**config.mk**
```make
export PLATFORM = sky130hd
export DESIGN_NAME = differential_drive_odometry
export DESIGN_NICKNAME = d
export VERILOG_FILES = /design/src/design/ddo_pkg.sv /design/src/design/ddo_front.sv /design/src/design/ddo_fifo.sv /design/src/design/ddo_mul.sv /design/src/design/ddo_div.sv /design/src/design/ddo_back.sv /design/src/design/differential_drive_odometry.sv
export SDC_FILE = /design/constraint.sdc
export NUM_CORES = 2
export LEC_CHECK = 0
export BUFFER_PORTS_ARGS = -buffer_cell sky130_fd_sc_hd__buf_2
export CORE_AREA = 2 2 431 540
export CTS_CLUSTER_DIAMETER = 120
export DETAILED_ROUTE_END_ITERATION = 8
export DIE_AREA = 0 0 433 542
export PLACE_DENSITY = 0.67
export SLEW_MARGIN = 20
export SYNTH_ARGS = -nofsm -noshare
export SYNTH_HDL_FRONTEND = slang
export SYNTH_SLANG_ARGS = --single-unit
```
**constraint.sdc**
```tcl
create_clock -name clk -period 8.2 [get_ports clk]
set_input_delay 2.46 -clock clk [delete_from_list [all_inputs] [get_ports clk]]
set_output_delay 2.46 -clock clk [all_outputs]
set_load 0.02 [all_outputs]
```
**src/design/ddo_pkg.sv**
```systemverilog
// ----------------------------------------------------------------------------
// ddo_pkg: shared types and constants of the differential-drive odometry block
// Holds the transaction structs, command codes, register indexes, the CORDIC
// arctangent table and the saturation helpers.
// ----------------------------------------------------------------------------
`default_nettype none

package ddo_pkg;

  // Default number of CORDIC rotations.
  localparam int CORDIC_STEPS_DEF = 24;

  // Command queue between the front and the back.
  localparam int QDEPTH = 2;
  localparam int QAW    = 1;

  // Register indexes of the configuration port.
  localparam logic [2:0] REG_WHEEL_RADIUS = 3'd0;
  localparam logic [2:0] REG_HALF_TRACK   = 3'd1;
  localparam logic [2:0] REG_WHEEL_LIMIT  = 3'd2;
  localparam logic [2:0] REG_TIME_STEP    = 3'd3;
  localparam logic [2:0] REG_WHEELS_READY = 3'd4;

  // Input opcodes.
  localparam logic [1:0] OP_WHEEL = 2'd0;
  localparam logic [1:0] OP_VW    = 2'd1;
  localparam logic [1:0] OP_RAW   = 2'd2;
  localparam logic [1:0] OP_POSE  = 2'd3;

  // Fixed-point constants: CORDIC start vector and 2^64/(2*pi).
  localparam logic signed [35:0] CORDIC_GAIN = 36'sd652032874;
  localparam logic signed [63:0] INV_TWO_PI  = 64'sh28BE60DB9391054A;

  typedef struct packed {
    logic [1:0]         opcode;
    logic signed [31:0] arg_a;
    logic signed [31:0] arg_b;
    logic signed [31:0] arg_c;
  } in_t;

  typedef struct packed {
    logic signed [31:0] pos_x;
    logic signed [31:0] pos_y;
    logic [31:0]        heading;
    logic               not_ready;
    logic               limited;
  } out_t;

  // Classified command as it travels through the queue.
  typedef enum logic [2:0] {
    CMD_WHEEL,
    CMD_VW,
    CMD_RAW,
    CMD_POSE,
    CMD_REFUSE
  } cmd_kind_t;

  typedef struct packed {
    cmd_kind_t          kind;
    logic signed [31:0] a;
    logic signed [31:0] b;
    logic signed [31:0] c;
  } cmd_t;

  typedef struct packed {
    logic [30:0] wheel_radius;
    logic [30:0] half_track;
    logic [30:0] wheel_limit;
    logic [30:0] time_step;
    logic        wheels_ready;
  } cfg_t;

  typedef struct packed {
    logic full;
    logic empty;
  } q_stat_t;

  // Arctangent of 2^-i as a binary angle.
  function automatic logic [31:0] atan_val(input logic [4:0] i);
    logic [31:0] v;
    case (i)
      5'd0:  v = 32'd536870912;
      5'd1:  v = 32'd316933406;
      5'd2:  v = 32'd167458907;
      5'd3:  v = 32'd85004756;
      5'd4:  v = 32'd42667331;
      5'd5:  v = 32'd21354465;
      5'd6:  v = 32'd10679838;
      5'd7:  v = 32'd5340245;
      5'd8:  v = 32'd2670163;
      5'd9:  v = 32'd1335087;
      5'd10: v = 32'd667544;
      5'd11: v = 32'd333772;
      5'd12: v = 32'd166886;
      5'd13: v = 32'd83443;
      5'd14: v = 32'd41722;
      5'd15: v = 32'd20861;
      5'd16: v = 32'd10430;
      5'd17: v = 32'd5215;
      5'd18: v = 32'd2608;
      5'd19: v = 32'd1304;
      5'd20: v = 32'd652;
      5'd21: v = 32'd326;
      5'd22: v = 32'd163;
      5'd23: v = 32'd81;
      5'd24: v = 32'd41;
      5'd25: v = 32'd20;
      5'd26: v = 32'd10;
      5'd27: v = 32'd5;
      5'd28: v = 32'd3;
      5'd29: v = 32'd1;
      5'd30: v = 32'd1;
      default: v = 32'd0;
    endcase
    return v;
  endfunction

  // Signed value from sign and magnitude, saturated to 32 bits.
  function automatic logic signed [31:0] sat_mag(input logic neg, input logic [63:0] mag);
    logic [31:0] lo;
    logic [31:0] r;
    lo = mag[31:0];
    if (neg) begin
      r = (mag >= 64'h8000_0000) ? 32'h8000_0000 : (~lo + 32'd1);
    end else begin
      r = (mag > 64'h7FFF_FFFF) ? 32'h7FFF_FFFF : lo;
    end
    return r;
  endfunction

  // Saturate a 64-bit signed value to 32 bits.
  function automatic logic signed [31:0] sat64(input logic signed [63:0] v);
    logic signed [31:0] r;
    if (v > 64'sd2147483647) begin
      r = 32'sh7FFF_FFFF;
    end else if (v < -64'sd2147483648) begin
      r = 32'sh8000_0000;
    end else begin
      r = v[31:0];
    end
    return r;
  endfunction

endpackage

`default_nettype wire

```
**src/design/ddo_front.sv**
```systemverilog
// ----------------------------------------------------------------------------
// ddo_front: command intake
// Accepts input transactions, classifies them by opcode and wheel setup, and
// hands the classified command to the queue through a holding register.
// ----------------------------------------------------------------------------
`default_nettype none

module ddo_front (
  input  wire logic          clk,
  input  wire logic          rst_n,
  input  wire logic          in_valid,
  output logic               in_ready,
  input  wire ddo_pkg::in_t  in_data,
  input  wire logic          wheels_ready,
  output logic               q_push,
  output ddo_pkg::cmd_t      q_wdata,
  input  wire logic          q_full
);

  logic          hold_valid_r, hold_valid_nxt;
  ddo_pkg::cmd_t hold_r;
  ddo_pkg::cmd_t cls;
  logic          accept;

  // Classification: wheel commands are refused until the wheels are set up.
  always_comb begin
    cls.a = in_data.arg_a;
    cls.b = in_data.arg_b;
    cls.c = in_data.arg_c;
    case (in_data.opcode)
      ddo_pkg::OP_WHEEL: cls.kind = wheels_ready ? ddo_pkg::CMD_WHEEL : ddo_pkg::CMD_REFUSE;
      ddo_pkg::OP_VW:    cls.kind = wheels_ready ? ddo_pkg::CMD_VW : ddo_pkg::CMD_REFUSE;
      ddo_pkg::OP_RAW:   cls.kind = ddo_pkg::CMD_RAW;
      default:           cls.kind = ddo_pkg::CMD_POSE;
    endcase
  end

  // The holding register frees up as soon as the queue takes its command.
  assign q_push   = hold_valid_r && !q_full;
  assign q_wdata  = hold_r;
  assign in_ready = !hold_valid_r || !q_full;
  assign accept   = in_valid && in_ready;

  always_comb begin
    hold_valid_nxt = hold_valid_r;
    if (accept) begin
      hold_valid_nxt = 1'b1;
    end else if (q_push) begin
      hold_valid_nxt = 1'b0;
    end
  end

  always_ff @(posedge clk) begin
    if (!rst_n) begin
      hold_valid_r <= 1'b0;
    end else begin
      hold_valid_r <= hold_valid_nxt;
    end
  end

  always_ff @(posedge clk) begin
    if (accept) begin
      hold_r <= cls;
    end
  end

endmodule

`default_nettype wire

```
**src/design/ddo_fifo.sv**
```systemverilog
// ----------------------------------------------------------------------------
// ddo_fifo: command queue
// Short first-in first-out queue that decouples the intake from the
// arithmetic sequencer.
// ----------------------------------------------------------------------------
`default_nettype none

module ddo_fifo (
  input  wire logic           clk,
  input  wire logic           rst_n,
  input  wire logic           push,
  input  wire ddo_pkg::cmd_t  wdata,
  input  wire logic           pop,
  output ddo_pkg::cmd_t       rdata,
  output ddo_pkg::q_stat_t    stat
);

  localparam int CW = $clog2(ddo_pkg::QDEPTH + 1);

  ddo_pkg::cmd_t               slot_r   [ddo_pkg::QDEPTH];
  ddo_pkg::cmd_t               slot_nxt [ddo_pkg::QDEPTH];
  logic [CW-1:0]               count_r, count_nxt;
  logic [CW-1:0]               wr_cnt;
  logic [ddo_pkg::QAW-1:0]     wr_idx;

  assign stat.full  = (count_r == CW'(ddo_pkg::QDEPTH));
  assign stat.empty = (count_r == '0);

  // The oldest entry always sits in the first slot.
  assign rdata      = slot_r[0];

  // Occupancy follows pushes and pops.
  always_comb begin
    count_nxt = count_r;
    if (push && !pop) begin
      count_nxt = count_r + CW'(1);
    end else if (pop && !push) begin
      count_nxt = count_r - CW'(1);
    end
  end

  // A pop moves every entry one slot toward the head; a push fills the
  // first free slot after that move.
  always_comb begin
    wr_cnt = pop ? (count_r - CW'(1)) : count_r;
    wr_idx = wr_cnt[ddo_pkg::QAW-1:0];
    for (int i = 0; i < ddo_pkg::QDEPTH; i++) begin
      slot_nxt[i] = slot_r[i];
    end
    if (pop) begin
      for (int i = 0; i < ddo_pkg::QDEPTH - 1; i++) begin
        slot_nxt[i] = slot_r[i + 1];
      end
    end
    if (push) begin
      slot_nxt[wr_idx] = wdata;
    end
  end

  always_ff @(posedge clk) begin
    if (!rst_n) begin
      count_r <= '0;
    end else begin
      count_r <= count_nxt;
    end
  end

  // Storage slots.
  always_ff @(posedge clk) begin
    slot_r <= slot_nxt;
  end

endmodule

`default_nettype wire

```
**src/design/ddo_mul.sv**
```systemverilog
// ----------------------------------------------------------------------------
// ddo_mul: bit-serial signed multiplier
// Multiplies two signed 64-bit operands into a 128-bit product, one bit of
// the second operand per cycle.
// ----------------------------------------------------------------------------
`default_nettype none

module ddo_mul (
  input  wire logic                clk,
  input  wire logic                rst_n,
  input  wire logic                start,
  input  wire logic signed [63:0]  op_a,
  input  wire logic signed [63:0]  op_b,
  output logic                     done,
  output logic signed [127:0]      prod
);

  logic               busy_r, done_r;
  logic [5:0]         cnt_r;
  logic signed [63:0] a_r;
  logic [63:0]        hi_r, lo_r;
  logic signed [64:0] addend, sum;

  // The top bit of the multiplier carries negative weight.
  always_comb begin
    if (!lo_r[0]) begin
      addend = '0;
    end else if (cnt_r == 6'd63) begin
      addend = -{a_r[63], a_r};
    end else begin
      addend = {a_r[63], a_r};
    end
    sum = $signed({hi_r[63], hi_r}) + addend;
  end

  assign done = done_r;
  assign prod = {hi_r, lo_r};

  always_ff @(posedge clk) begin
    if (!rst_n) begin
      busy_r <= 1'b0;
      done_r <= 1'b0;
      cnt_r  <= '0;
    end else begin
      done_r <= 1'b0;
      if (start) begin
        busy_r <= 1'b1;
        cnt_r  <= '0;
      end else if (busy_r) begin
        cnt_r <= cnt_r + 6'd1;
        if (cnt_r == 6'd63) begin
          busy_r <= 1'b0;
          done_r <= 1'b1;
        end
      end
    end
  end

  // Shift-and-add datapath.
  always_ff @(posedge clk) begin
    if (start) begin
      a_r  <= op_a;
      hi_r <= '0;
      lo_r <= op_b;
    end else if (busy_r) begin
      hi_r <= sum[64:1];
      lo_r <= {sum[0], lo_r[63:1]};
    end
  end

endmodule

`default_nettype wire

```
**src/design/ddo_div.sv**
```systemverilog
// ----------------------------------------------------------------------------
// ddo_div: bit-serial unsigned divider
// Restoring division of a 64-bit dividend by a 32-bit divisor, one quotient
// bit per cycle.
// ----------------------------------------------------------------------------
`default_nettype none

module ddo_div (
  input  wire logic         clk,
  input  wire logic         rst_n,
  input  wire logic         start,
  input  wire logic [63:0]  dividend,
  input  wire logic [31:0]  divisor,
  output logic              done,
  output logic [63:0]       quot
);

  logic        busy_r, done_r;
  logic [5:0]  cnt_r;
  logic [31:0] d_r, rem_r;
  logic [63:0] q_r;
  logic [32:0] shifted, diff;
  logic        ge;

  // One trial subtraction per cycle.
  always_comb begin
    shifted = {rem_r, q_r[63]};
    diff    = shifted - {1'b0, d_r};
    ge      = (shifted >= {1'b0, d_r});
  end

  assign done = done_r;
  assign quot = q_r;

  always_ff @(posedge clk) begin
    if (!rst_n) begin
      busy_r <= 1'b0;
      done_r <= 1'b0;
      cnt_r  <= '0;
    end else begin
      done_r <= 1'b0;
      if (start) begin
        busy_r <= 1'b1;
        cnt_r  <= '0;
      end else if (busy_r) begin
        cnt_r <= cnt_r + 6'd1;
        if (cnt_r == 6'd63) begin
          busy_r <= 1'b0;
          done_r <= 1'b1;
        end
      end
    end
  end

  always_ff @(posedge clk) begin
    if (start) begin
      d_r   <= divisor;
      rem_r <= '0;
      q_r   <= dividend;
    end else if (busy_r) begin
      rem_r <= ge ? diff[31:0] : shifted[31:0];
      q_r   <= {q_r[62:0], ge};
    end
  end

endmodule

`default_nettype wire

```
**src/design/ddo_back.sv**
```systemverilog
// ----------------------------------------------------------------------------
// ddo_back: odometry sequencer
// Takes classified commands from the queue and carries them out on a shared
// serial multiplier, a serial divider and a CORDIC rotator, keeps the pose
// and drives the result register.
// ----------------------------------------------------------------------------
`default_nettype none

module ddo_back #(
  parameter int CORDIC_STEPS = ddo_pkg::CORDIC_STEPS_DEF
) (
  input  wire logic           clk,
  input  wire logic           rst_n,
  input  wire ddo_pkg::cfg_t  cfg,
  input  wire logic           q_valid,
  input  wire ddo_pkg::cmd_t  q_rdata,
  output logic                q_pop,
  output logic                out_valid,
  input  wire logic           out_ready,
  output ddo_pkg::out_t       out_data
);

  typedef enum logic [2:0] {
    ST_IDLE,
    ST_ISSUE,
    ST_WAIT,
    ST_CINIT,
    ST_CORDIC,
    ST_DONE
  } state_t;

  typedef enum logic [4:0] {
    STP_VW_MUL,
    STP_VW_DIVL,
    STP_VW_DIVR,
    STP_DRV_CHECK,
    STP_SC_MULL,
    STP_SC_DIVL,
    STP_SC_MULR,
    STP_SC_DIVR,
    STP_SUM_MUL,
    STP_DIF_MUL,
    STP_DIF_DIV,
    STP_P_MUL,
    STP_ANG_MUL,
    STP_DX_MUL1,
    STP_DX_MUL2,
    STP_DY_MUL1,
    STP_DY_MUL2,
    STP_RAW_X,
    STP_RAW_Y
  } step_t;

  state_t              state_r;
  step_t               step_r;
  ddo_pkg::cmd_t       cmd_r;
  logic signed [31:0]  x_r, y_r;
  logic [31:0]         hd_r;
  logic signed [31:0]  wl_r, wr_r, v_r, w_r;
  logic [31:0]         m_r;
  logic signed [63:0]  p_r, t_r, tmp_r;
  logic                nr_r, lmt_r;
  logic signed [35:0]  cx_r, cy_r, cz_r, c_r, s_r;
  logic                flip_r;
  logic [4:0]          ccnt_r;
  logic                out_valid_r;
  ddo_pkg::out_t       out_data_r;

  logic                mul_start, div_start, mul_done, div_done;
  logic signed [63:0]  mul_a, mul_b;
  logic signed [127:0] prod;
  logic [63:0]         div_n, quot;
  logic [31:0]         div_d;

  logic [31:0]         r_eff, b_eff;
  logic [31:0]         al, ar;
  logic signed [32:0]  sum, dif;
  logic [32:0]         abs_sum, abs_dif;
  logic signed [63:0]  num_l, num_r;
  logic [63:0]         abs_num_l, abs_num_r;
  logic signed [63:0]  dt64, d64;
  logic                is_mul, is_div, load_out;
  logic signed [35:0]  zsx, x_it, y_it, z_it, atn;

  // Geometry with zero entries read as one LSB.
  assign r_eff = (cfg.wheel_radius == '0) ? 32'd1 : {1'b0, cfg.wheel_radius};
  assign b_eff = (cfg.half_track == '0) ? 32'd1 : {1'b0, cfg.half_track};
  assign dt64  = $signed({33'd0, cfg.time_step});

  // Wheel speed magnitudes, sum and difference, v/w numerators and the scaled product.
  always_comb begin
    al      = wl_r[31] ? (~wl_r + 32'd1) : wl_r;
    ar      = wr_r[31] ? (~wr_r + 32'd1) : wr_r;
    sum     = {wl_r[31], wl_r} + {wr_r[31], wr_r};
    dif     = {wl_r[31], wl_r} - {wr_r[31], wr_r};
    abs_sum = sum[32] ? 33'(-sum) : sum;
    abs_dif = dif[32] ? 33'(-dif) : dif;
    num_l   = ($signed({{32{cmd_r.a[31]}}, cmd_r.a}) <<< 16) + tmp_r;
    num_r   = ($signed({{32{cmd_r.a[31]}}, cmd_r.a}) <<< 16) - tmp_r;
    abs_num_l = num_l[63] ? 64'(-num_l) : num_l;
    abs_num_r = num_r[63] ? 64'(-num_r) : num_r;
    d64     = $signed(prod[79:16]);
  end

  // Operand selection for the shared units.
  always_comb begin
    mul_a  = '0;
    mul_b  = '0;
    div_n  = '0;
    div_d  = 32'd1;
    is_mul = 1'b0;
    is_div = 1'b0;
    case (step_r)
      STP_VW_MUL: begin
        // The v/w conversion uses the half track as written, zero included.
        is_mul = 1'b1;
        mul_a  = $signed({33'd0, cfg.half_track});
        mul_b  = $signed({{32{cmd_r.b[31]}}, cmd_r.b});
      end
      STP_VW_DIVL: begin
        is_div = 1'b1;
        div_n  = abs_num_l;
        div_d  = r_eff;
      end
      STP_VW_DIVR: begin
        is_div = 1'b1;
        div_n  = abs_num_r;
        div_d  = r_eff;
      end
      STP_SC_MULL: begin
        is_mul = 1'b1;
        mul_a  = $signed({32'd0, al});
        mul_b  = $signed({33'd0, cfg.wheel_limit});
      end
      STP_SC_MULR: begin
        is_mul = 1'b1;
        mul_a  = $signed({32'd0, ar});
        mul_b  = $signed({33'd0, cfg.wheel_limit});
      end
      STP_SC_DIVL, STP_SC_DIVR: begin
        is_div = 1'b1;
        div_n  = tmp_r;
        div_d  = m_r;
      end
      STP_SUM_MUL: begin
        is_mul = 1'b1;
        mul_a  = $signed({32'd0, r_eff});
        mul_b  = $signed({31'd0, abs_sum});
      end
      STP_DIF_MUL: begin
        is_mul = 1'b1;
        mul_a  = $signed({32'd0, r_eff});
        mul_b  = $signed({31'd0, abs_dif});
      end
      STP_DIF_DIV: begin
        is_div = 1'b1;
        div_n  = tmp_r;
        div_d  = {b_eff[30:0], 1'b0};
      end
      STP_P_MUL: begin
        is_mul = 1'b1;
        mul_a  = (cmd_r.kind == ddo_pkg::CMD_RAW) ?
                 $signed({{32{cmd_r.c[31]}}, cmd_r.c}) : $signed({{32{w_r[31]}}, w_r});
        mul_b  = dt64;
      end
      STP_ANG_MUL: begin
        is_mul = 1'b1;
        mul_a  = p_r;
        mul_b  = ddo_pkg::INV_TWO_PI;
      end
      STP_DX_MUL1: begin
        is_mul = 1'b1;
        mul_a  = $signed({{32{v_r[31]}}, v_r});
        mul_b  = $signed({{28{c_r[35]}}, c_r});
      end
      STP_DY_MUL1: begin
        is_mul = 1'b1;
        mul_a  = $signed({{32{v_r[31]}}, v_r});
        mul_b  = $signed({{28{s_r[35]}}, s_r});
      end
      STP_DX_MUL2, STP_DY_MUL2: begin
        is_mul = 1'b1;
        mul_a  = t_r;
        mul_b  = dt64;
      end
      STP_RAW_X: begin
        is_mul = 1'b1;
        mul_a  = $signed({{32{cmd_r.a[31]}}, cmd_r.a});
        mul_b  = dt64;
      end
      STP_RAW_Y: begin
        is_mul = 1'b1;
        mul_a  = $signed({{32{cmd_r.b[31]}}, cmd_r.b});
        mul_b  = dt64;
      end
      default: begin
        is_mul = 1'b0;
      end
    endcase
  end

  assign mul_start = (state_r == ST_ISSUE) && is_mul;
  assign div_start = (state_r == ST_ISSUE) && is_div;
  assign q_pop     = (state_r == ST_IDLE) && q_valid;
  assign load_out  = (state_r == ST_DONE) && (!out_valid_r || out_ready);
  assign out_valid = out_valid_r;
  assign out_data  = out_data_r;

  // One CORDIC rotation per cycle.
  always_comb begin
    zsx = {{4{hd_r[31]}}, hd_r};
    atn = $signed({4'd0, ddo_pkg::atan_val(ccnt_r)});
    if (!cz_r[35]) begin
      x_it = cx_r - (cy_r >>> ccnt_r);
      y_it = cy_r + (cx_r >>> ccnt_r);
      z_it = cz_r - atn;
    end else begin
      x_it = cx_r + (cy_r >>> ccnt_r);
      y_it = cy_r - (cx_r >>> ccnt_r);
      z_it = cz_r + atn;
    end
  end

  ddo_mul u_mul (
    .clk   (clk),
    .rst_n (rst_n),
    .start (mul_start),
    .op_a  (mul_a),
    .op_b  (mul_b),
    .done  (mul_done),
    .prod  (prod)
  );

  ddo_div u_div (
    .clk      (clk),
    .rst_n    (rst_n),
    .start    (div_start),
    .dividend (div_n),
    .divisor  (div_d),
    .done     (div_done),
    .quot     (quot)
  );

  // Sequencer, pose state and result register.
  always_ff @(posedge clk) begin
    if (!rst_n) begin
      state_r     <= ST_IDLE;
      step_r      <= STP_DRV_CHECK;
      x_r         <= '0;
      y_r         <= '0;
      hd_r        <= '0;
      out_valid_r <= 1'b0;
    end else begin
      if (out_valid_r && out_ready && !load_out) begin
        out_valid_r <= 1'b0;
      end
      case (state_r)
        ST_IDLE: begin
          if (q_valid) begin
            cmd_r <= q_rdata;
            nr_r  <= 1'b0;
            lmt_r <= 1'b0;
            case (q_rdata.kind)
              ddo_pkg::CMD_WHEEL: begin
                wl_r    <= q_rdata.a;
                wr_r    <= q_rdata.b;
                step_r  <= STP_DRV_CHECK;
                state_r <= ST_ISSUE;
              end
              ddo_pkg::CMD_VW: begin
                step_r  <= STP_VW_MUL;
                state_r <= ST_ISSUE;
              end
              ddo_pkg::CMD_RAW: begin
                step_r  <= STP_RAW_X;
                state_r <= ST_ISSUE;
              end
              ddo_pkg::CMD_POSE: begin
                x_r     <= q_rdata.a;
                y_r     <= q_rdata.b;
                p_r     <= $signed({{32{q_rdata.c[31]}}, q_rdata.c}) <<< 16;
                step_r  <= STP_ANG_MUL;
                state_r <= ST_ISSUE;
              end
              default: begin
                nr_r    <= 1'b1;
                state_r <= ST_DONE;
              end
            endcase
          end
        end
        ST_ISSUE: begin
          if (step_r == STP_DRV_CHECK) begin
            // Scale both wheels only when the faster one is over the limit.
            m_r <= (al > ar) ? al : ar;
            if (((al > ar) ? al : ar) > {1'b0, cfg.wheel_limit}) begin
              lmt_r  <= 1'b1;
              step_r <= STP_SC_MULL;
            end else begin
              step_r <= STP_SUM_MUL;
            end
          end else begin
            state_r <= ST_WAIT;
          end
        end
        ST_WAIT: begin
          if (mul_done || div_done) begin
            state_r <= ST_ISSUE;
            case (step_r)
              STP_VW_MUL: begin
                tmp_r  <= prod[63:0];
                step_r <= STP_VW_DIVL;
              end
              STP_VW_DIVL: begin
                wl_r   <= ddo_pkg::sat_mag(num_l[63], quot);
                step_r <= STP_VW_DIVR;
              end
              STP_VW_DIVR: begin
                wr_r   <= ddo_pkg::sat_mag(num_r[63], quot);
                step_r <= STP_DRV_CHECK;
              end
              STP_SC_MULL: begin
                tmp_r  <= prod[63:0];
                step_r <= STP_SC_DIVL;
              end
              STP_SC_DIVL: begin
                wl_r   <= wl_r[31] ? (~quot[31:0] + 32'd1) : quot[31:0];
                step_r <= STP_SC_MULR;
              end
              STP_SC_MULR: begin
                tmp_r  <= prod[63:0];
                step_r <= STP_SC_DIVR;
              end
              STP_SC_DIVR: begin
                wr_r   <= wr_r[31] ? (~quot[31:0] + 32'd1) : quot[31:0];
                step_r <= STP_SUM_MUL;
              end
              STP_SUM_MUL: begin
                v_r    <= ddo_pkg::sat_mag(sum[32], prod[80:17]);
                step_r <= STP_DIF_MUL;
              end
              STP_DIF_MUL: begin
                tmp_r  <= prod[63:0];
                step_r <= STP_DIF_DIV;
              end
              STP_DIF_DIV: begin
                w_r    <= ddo_pkg::sat_mag(dif[32], quot);
                step_r <= STP_P_MUL;
              end
              STP_P_MUL: begin
                p_r    <= prod[63:0];
                step_r <= STP_ANG_MUL;
              end
              STP_ANG_MUL: begin
                // Radians to binary angle, then on to the kind's next stage.
                case (cmd_r.kind)
                  ddo_pkg::CMD_POSE: begin
                    hd_r    <= prod[95:64];
                    state_r <= ST_DONE;
                  end
                  ddo_pkg::CMD_RAW: begin
                    hd_r    <= hd_r + prod[95:64];
                    state_r <= ST_DONE;
                  end
                  default: begin
                    hd_r    <= hd_r + prod[95:64];
                    state_r <= ST_CINIT;
                  end
                endcase
              end
              STP_DX_MUL1: begin
                t_r    <= prod[93:30];
                step_r <= STP_DX_MUL2;
              end
              STP_DX_MUL2: begin
                x_r    <= ddo_pkg::sat64($signed({{32{x_r[31]}}, x_r}) + d64);
                step_r <= STP_DY_MUL1;
              end
              STP_DY_MUL1: begin
                t_r    <= prod[93:30];
                step_r <= STP_DY_MUL2;
              end
              STP_DY_MUL2: begin
                y_r     <= ddo_pkg::sat64($signed({{32{y_r[31]}}, y_r}) + d64);
                state_r <= ST_DONE;
              end
              STP_RAW_X: begin
                x_r    <= ddo_pkg::sat64($signed({{32{x_r[31]}}, x_r}) + d64);
                step_r <= STP_RAW_Y;
              end
              STP_RAW_Y: begin
                y_r    <= ddo_pkg::sat64($signed({{32{y_r[31]}}, y_r}) + d64);
                step_r <= STP_P_MUL;
              end
              default: begin
                state_r <= ST_DONE;
              end
            endcase
          end
        end
        ST_CINIT: begin
          // Fold the heading into the right half plane for the rotator.
          cx_r   <= ddo_pkg::CORDIC_GAIN;
          cy_r   <= '0;
          ccnt_r <= '0;
          if (zsx > 36'sd1073741824) begin
            cz_r   <= zsx - 36'sd2147483648;
            flip_r <= 1'b1;
          end else if (zsx < -36'sd1073741824) begin
            cz_r   <= zsx + 36'sd2147483648;
            flip_r <= 1'b1;
          end else begin
            cz_r   <= zsx;
            flip_r <= 1'b0;
          end
          state_r <= ST_CORDIC;
        end
        ST_CORDIC: begin
          cx_r   <= x_it;
          cy_r   <= y_it;
          cz_r   <= z_it;
          ccnt_r <= ccnt_r + 5'd1;
          if (ccnt_r == 5'(CORDIC_STEPS - 1)) begin
            c_r     <= flip_r ? -x_it : x_it;
            s_r     <= flip_r ? -y_it : y_it;
            step_r  <= STP_DX_MUL1;
            state_r <= ST_ISSUE;
          end
        end
        ST_DONE: begin
          if (load_out) begin
            out_valid_r          <= 1'b1;
            out_data_r.pos_x     <= x_r;
            out_data_r.pos_y     <= y_r;
            out_data_r.heading   <= hd_r;
            out_data_r.not_ready <= nr_r;
            out_data_r.limited   <= lmt_r;
            state_r              <= ST_IDLE;
          end
        end
        default: begin
          state_r <= ST_IDLE;
        end
      endcase
    end
  end

endmodule

`default_nettype wire

```
**src/design/differential_drive_odometry.sv**
```systemverilog
// Sequence: a wheel command runs 9 serial operations and the CORDIC rotation,
// 4 more operations when scaled, 3 more for v/w.
// Throughput: one command at a time, set by the shared serial
// multiplier and divider; a 2-entry queue and the result register decouple.
// Reset: synchronous active-low; clears pose, queue, handshakes; loads defaults.
// ----------------------------------------------------------------------------
// differential_drive_odometry: planar pose integrator
// Top level: configuration registers, command intake, queue and sequencer.
// ----------------------------------------------------------------------------
`default_nettype none

module differential_drive_odometry #(
  parameter int CORDIC_STEPS = ddo_pkg::CORDIC_STEPS_DEF
) (
  input  wire logic          clk,
  input  wire logic          rst_n,
  input  wire logic          in_valid,
  output logic               in_ready,
  input  wire ddo_pkg::in_t  in_data,
  output logic               out_valid,
  input  wire logic          out_ready,
  output ddo_pkg::out_t      out_data,
  input  wire logic          cfg_we,
  input  wire logic [2:0]    cfg_index,
  input  wire logic [30:0]   cfg_wdata
);

  ddo_pkg::cfg_t    cfg_r;
  logic             q_push, q_pop;
  ddo_pkg::cmd_t    q_wdata, q_rdata;
  ddo_pkg::q_stat_t q_stat;

  // Configuration registers.
  always_ff @(posedge clk) begin
    if (!rst_n) begin
      cfg_r.wheel_radius <= 31'd65536;
      cfg_r.half_track   <= 31'd65536;
      cfg_r.wheel_limit  <= 31'h7FFF_FFFF;
      cfg_r.time_step    <= 31'd6554;
      cfg_r.wheels_ready <= 1'b0;
    end else if (cfg_we) begin
      case (cfg_index)
        ddo_pkg::REG_WHEEL_RADIUS: cfg_r.wheel_radius <= cfg_wdata;
        ddo_pkg::REG_HALF_TRACK:   cfg_r.half_track   <= cfg_wdata;
        ddo_pkg::REG_WHEEL_LIMIT:  cfg_r.wheel_limit  <= cfg_wdata;
        ddo_pkg::REG_TIME_STEP:    cfg_r.time_step    <= cfg_wdata;
        ddo_pkg::REG_WHEELS_READY: cfg_r.wheels_ready <= cfg_wdata[0];
        default: begin
          cfg_r <= cfg_r;
        end
      endcase
    end
  end

  ddo_front u_front (
    .clk          (clk),
    .rst_n        (rst_n),
    .in_valid     (in_valid),
    .in_ready     (in_ready),
    .in_data      (in_data),
    .wheels_ready (cfg_r.wheels_ready),
    .q_push       (q_push),
    .q_wdata      (q_wdata),
    .q_full       (q_stat.full)
  );

  ddo_fifo u_fifo (
    .clk   (clk),
    .rst_n (rst_n),
    .push  (q_push),
    .wdata (q_wdata),
    .pop   (q_pop),
    .rdata (q_rdata),
    .stat  (q_stat)
  );

  ddo_back #(
    .CORDIC_STEPS (CORDIC_STEPS)
  ) u_back (
    .clk       (clk),
    .rst_n     (rst_n),
    .cfg       (cfg_r),
    .q_valid   (!q_stat.empty),
    .q_rdata   (q_rdata),
    .q_pop     (q_pop),
    .out_valid (out_valid),
    .out_ready (out_ready),
    .out_data  (out_data)
  );

  // A refused command never reports scaling.
  a_refuse_not_limited: assert property (@(posedge clk) disable iff (!rst_n)
    out_valid && out_data.not_ready |-> !out_data.limited)
    else $error("refused command reports limited");

  // The queue cannot be full and empty at once.
  a_queue_consistent: assert property (@(posedge clk) disable iff (!rst_n)
    !(q_stat.full && q_stat.empty))
    else $error("queue status inconsistent");

  // A refused command leaves x and the heading where the previous result had them.
  a_refuse_keeps_pose: assert property (@(posedge clk) disable iff (!rst_n)
    out_valid && out_ready |=> !out_valid || !out_data.not_ready ||
      (out_data.pos_x == $past(out_data.pos_x) && out_data.heading == $past(out_data.heading)))
    else $error("refused command moved the pose");

  // Nothing leaves right after reset.
  a_reset_quiet: assert property (@(posedge clk) !rst_n |=> !out_valid)
    else $error("result valid after reset");

endmodule

`default_nettype wire

```
==> impl_metrics.json <==
{
  "endpoint_kind": "register",
  "synth.avg_cell_area_um2": 9.13,
  "num_rows": 197,
  "grt_antenna_before_repair": 67,
  "muxShareOfSynthArea": 0.0442,
  "crit_arrival_ns": 8.77,
  "worst_setup_path_start_kind": "register",
  "drc_errors": 5,
  "drv_slew": 0,
  "tritoncts.num_buffers": 177,
  "synth_cell_types": 101,
  "synth_compound_area_frac": 0.219,
  "root_buffer": "clkbuf_16",
  "grt_pass1_vias": 98100,
  "synth-simple-area-share": 0.164,
  "cts_num_sinks": 1633,
  "wl_per_cell_um": 32.7,
  "maxCapViolations": 0,
  "htreeDepth": 4,
  "start_util": 0.488,
  "dieArea_um2": 235000,
  "worst_slack_ns": -0.00201,
  "slowest_stage": "or4_4",
  "die_h_um": 542,
  "synthTopCellsByArea": "edfxtp_1, dfxtp_1, ha_1",
  "io_pins": 237,
  "finalHoldViolCount": 0,
  "skew_ns": 0.0814,
  "drtIter0Drc": 14700,
  "ir_worst_vdd_mv": 0.234,
  "cts_tree": "done",
  "grt_pass1_wl_um": 718000,
  "cp_slowest_stage_delay_ns": 0.58,
  "hold_class": "reg2reg",
  "ys.flop_type": "edfxtp_1",
  "synth-seq-cells": 1633,
  "synth_top_area_share": 0.311,
  "ant_nets": 0,
  "synth_fa_ha_area_frac": 0.0694,
  "max_freq_ghz": 0.122,
  "worstMarginPinSlew_ns": 1.32,
  "vias": 105000,
  "die_w_um": 433,
  "drive_above_1_share": 0.104,
  "port_buffers": 236,
  "ctsHoldBuffers": 0,
  "viasPerCell": 6.71,
  "clk_pin_slew_ns": 0.07,
  "period_minus_slack_ns": 8.20,
  "setup_viol": 1,
  "clock_latency_ns": 0.91,
  "syn_to_final_growth_pct": 11.2,
  "path_common_cell": "buf_4",
  "power_leakage_nw": 47.9,
  "dr.pass1.iters": 9,
  "placedCellCount": 15300,
  "nets": 13200,
  "synth_xor_area_frac": 0.0690,
  "synth_nets": 13000,
  "track_usage": 0.424,
  "crit_required_ns": 8.77,
  "synth_top_family_by_area": "compound AO/OA/AOI/OAI gates",
  "ys_seq_area_frac": 0.395,
  "gp_congestion": 1.06,
  "synth_edf_count": 1159,
  "totalPowerFinal_mw": 40.7,
  "status": "finished with violations",
  "fp.coreArea_um2": 229000,
  "clk_path_buf_depth": 4,
  "powerDensity_nw_per_um2": 327,
  "netlist_area_um2": 112000,
  "worstSetupPathType": "reg2reg",
  "synth_cells": 12300,
  "fin_crit_sh": 1.00,
  "violations": "DRC, setup timing",
  "layout.cells.non_filler": 15700,
  "hold_slack_ns": 0.407,
  "maxSlewHeadroom": 0.121,
  "dp_hpwl_um": 396000,
  "reg2reg_depth": 42,
  "fin_tns_setup_ns": -0.00201,
  "grt_max_degree": 106,
  "overflow": 0,
  "synthArstFlopShare": 0,
  "hold-path-cell-count": 0,
  "synth_top_area_cell": "edfxtp_1",
  "rsz0062_at_grt": "yes",
  "cp_max_fo": 3,
  "yosysWarnings": 0,
  "routed_wl_um": 514000
}
critical path, delay by kind of cell (launching register included):
family | cells | cell delay (ns)
compound gates | 7 | 1.19
xor+xnor | 1 | 0.21
fa+ha+maj | 1 | 0.31
buf+inv | 24 | 3.07
flops | 1 | 0.39
simple gates | 9 | 2.75
registers in the layout, summed over array words and instances, names as in the netlist, 36 cells and up, named ones only:
| register | flops |
|---|---|
| u_back.u_mul.a_r | 64 |
| u_back.cx_r | 36 |
| u_back.t_r | 64 |
| u_back.cz_r | 36 |
| u_back.s_r | 36 |
| u_fifo.rdata | 99 |
| u_back.cmd_r | 99 |
| cfg_r | 125 |
| u_back.u_mul.lo_r | 64 |
| u_back.out_data | 98 |
| u_back.c_r | 36 |
| u_back.cy_r | 36 |
| u_back.p_r | 64 |
| u_back.u_div.quot | 64 |
| u_back.u_mul.hi_r | 64 |
| u_front.q_wdata | 99 |
| u_back.tmp_r | 64 |
worst paths after layout:
check | endpoint | slack, ns | startpoint
setup / recovery | u_back.lmt_r$_DFFE_PP_ | -0.002 | u_back.wl_r[13]$_DFFE_PP_
hold / removal | register | 0.41 | u_front.q_wdata[53]$_DFFE_PP_
setup reg to reg | u_back.lmt_r$_DFFE_PP_ | -0.002 | u_back.wl_r[13]$_DFFE_PP_
hold reg to reg | register | 0.41 | u_front.q_wdata[53]$_DFFE_PP_
synth_stat cells (38+ instances only):
cell type  count
a211oi_1     130
a21boi_0      38
a21o_1       342
a21oi_1     1116
a221o_1       63
a221oi_1      64
a222oi_1     126
a22oi_1       92
a31oi_1      151
and2_1       150
and3_1       115
buf_1         68
clkbuf_1     608
dfxtp_1      474
edfxtp_1    1159
ha_1         602
inv_1        446
mux2_2        41
mux2i_1      237
mux4_2        94
nand2_1     1191
nand2b_1     116
nand3_1      246
nand4_1      130
nor2_1      1084
nor2b_1      107
nor3_1       231
nor4_1       145
o211ai_1     123
o21a_1       103
o21ai_0      698
o21bai_1      84
o31ai_1      121
o41ai_1       45
or2_2         47
or3_1        132
or4_1         44
xnor2_1      583
xor2_1       300
cells in the final DEF (no fill, tap or decap), types with 110 or more instances in the layout:
cell type / synthesis / layout
nand2_1: 1191 / 1184
edfxtp_1: 1159 / 1159
a21oi_1: 1116 / 1092
nor2_1: 1084 / 1057
o21ai_0: 698 / 688
ha_1: 602 / 598
xnor2_1: 583 / 583
dfxtp_1: 474 / 472
inv_1: 446 / 443
buf_4: 0 / 399
a21o_1: 342 / 342
xor2_1: 300 / 299
nand3_1: 246 / 243
buf_2: 16 / 238
mux2i_1: 237 / 236
nor3_1: 231 / 225
clkbuf_16: 0 / 182
a31oi_1: 151 / 149
and2_1: 150 / 146
nor4_1: 145 / 140
or3_1: 132 / 132
nand4_1: 130 / 130
a211oi_1: 130 / 128
a222oi_1: 126 / 126
o211ai_1: 123 / 123
o31ai_1: 121 / 117
nand2b_1: 116 / 113
and3_1: 115 / 110
logic make-up after synthesis:
| kind of cell | count (synthesis) |
|---|---|
| and+or+nand+nor | 3873 |
| AOI/OAI and AO/OA | 3747 |
| DFF | 1633 |
| buffers and inverters | 1154 |
| xor gates and xnor gates | 883 |
| adders and majority gates | 615 |
| muxes | 372 |
power breakdown:
group | internal (mW) | leakage, nW | switching (mW)
registers | 10.8 | 14.5 | 2.39
logic | 6.77 | 30.5 | 12.4
clock network | 4.68 | 2.84 | 3.68
through the flow:
stage,worst slack [ns],cell area [um2],utilization
floorplan,0.0450,112000,-
global placement,-1.14,118000,0.514
detailed placement,-1.10,118000,0.514
CTS,-0.0464,124000,0.541
global route,-0.193,125000,0.543
finish,-0.00201,125000,0.543
repair_timing:
item | in CTS | in global routing
gates resized for setup | 51 | 37
buffers inserted | 33 | 6
pin swaps | 34 | 14
setup endpoints to repair | 3 | 12
gates cloned | 0 | 1
routing by layer:
metal,share of wire,GRT usage
met1,0.37,0.518
met2,0.44,0.656
met3,0.093,0.0833
met4,0.095,0.331
met5,0.00027,0
layout make-up:
type | count | area, um2
clock buffers | 231 | 4910
clock inverters | 89 | 966
well taps | 3084 | 3860
flip-flops and latches | 1633 | 44300
fillers | 20800 | 105000
diodes | 42 | 105
multi-input cells | 9490 | 64200
inverters | 460 | 1730
repair buffers | 660 | 4530
Power figures use the tool's default switching activity.
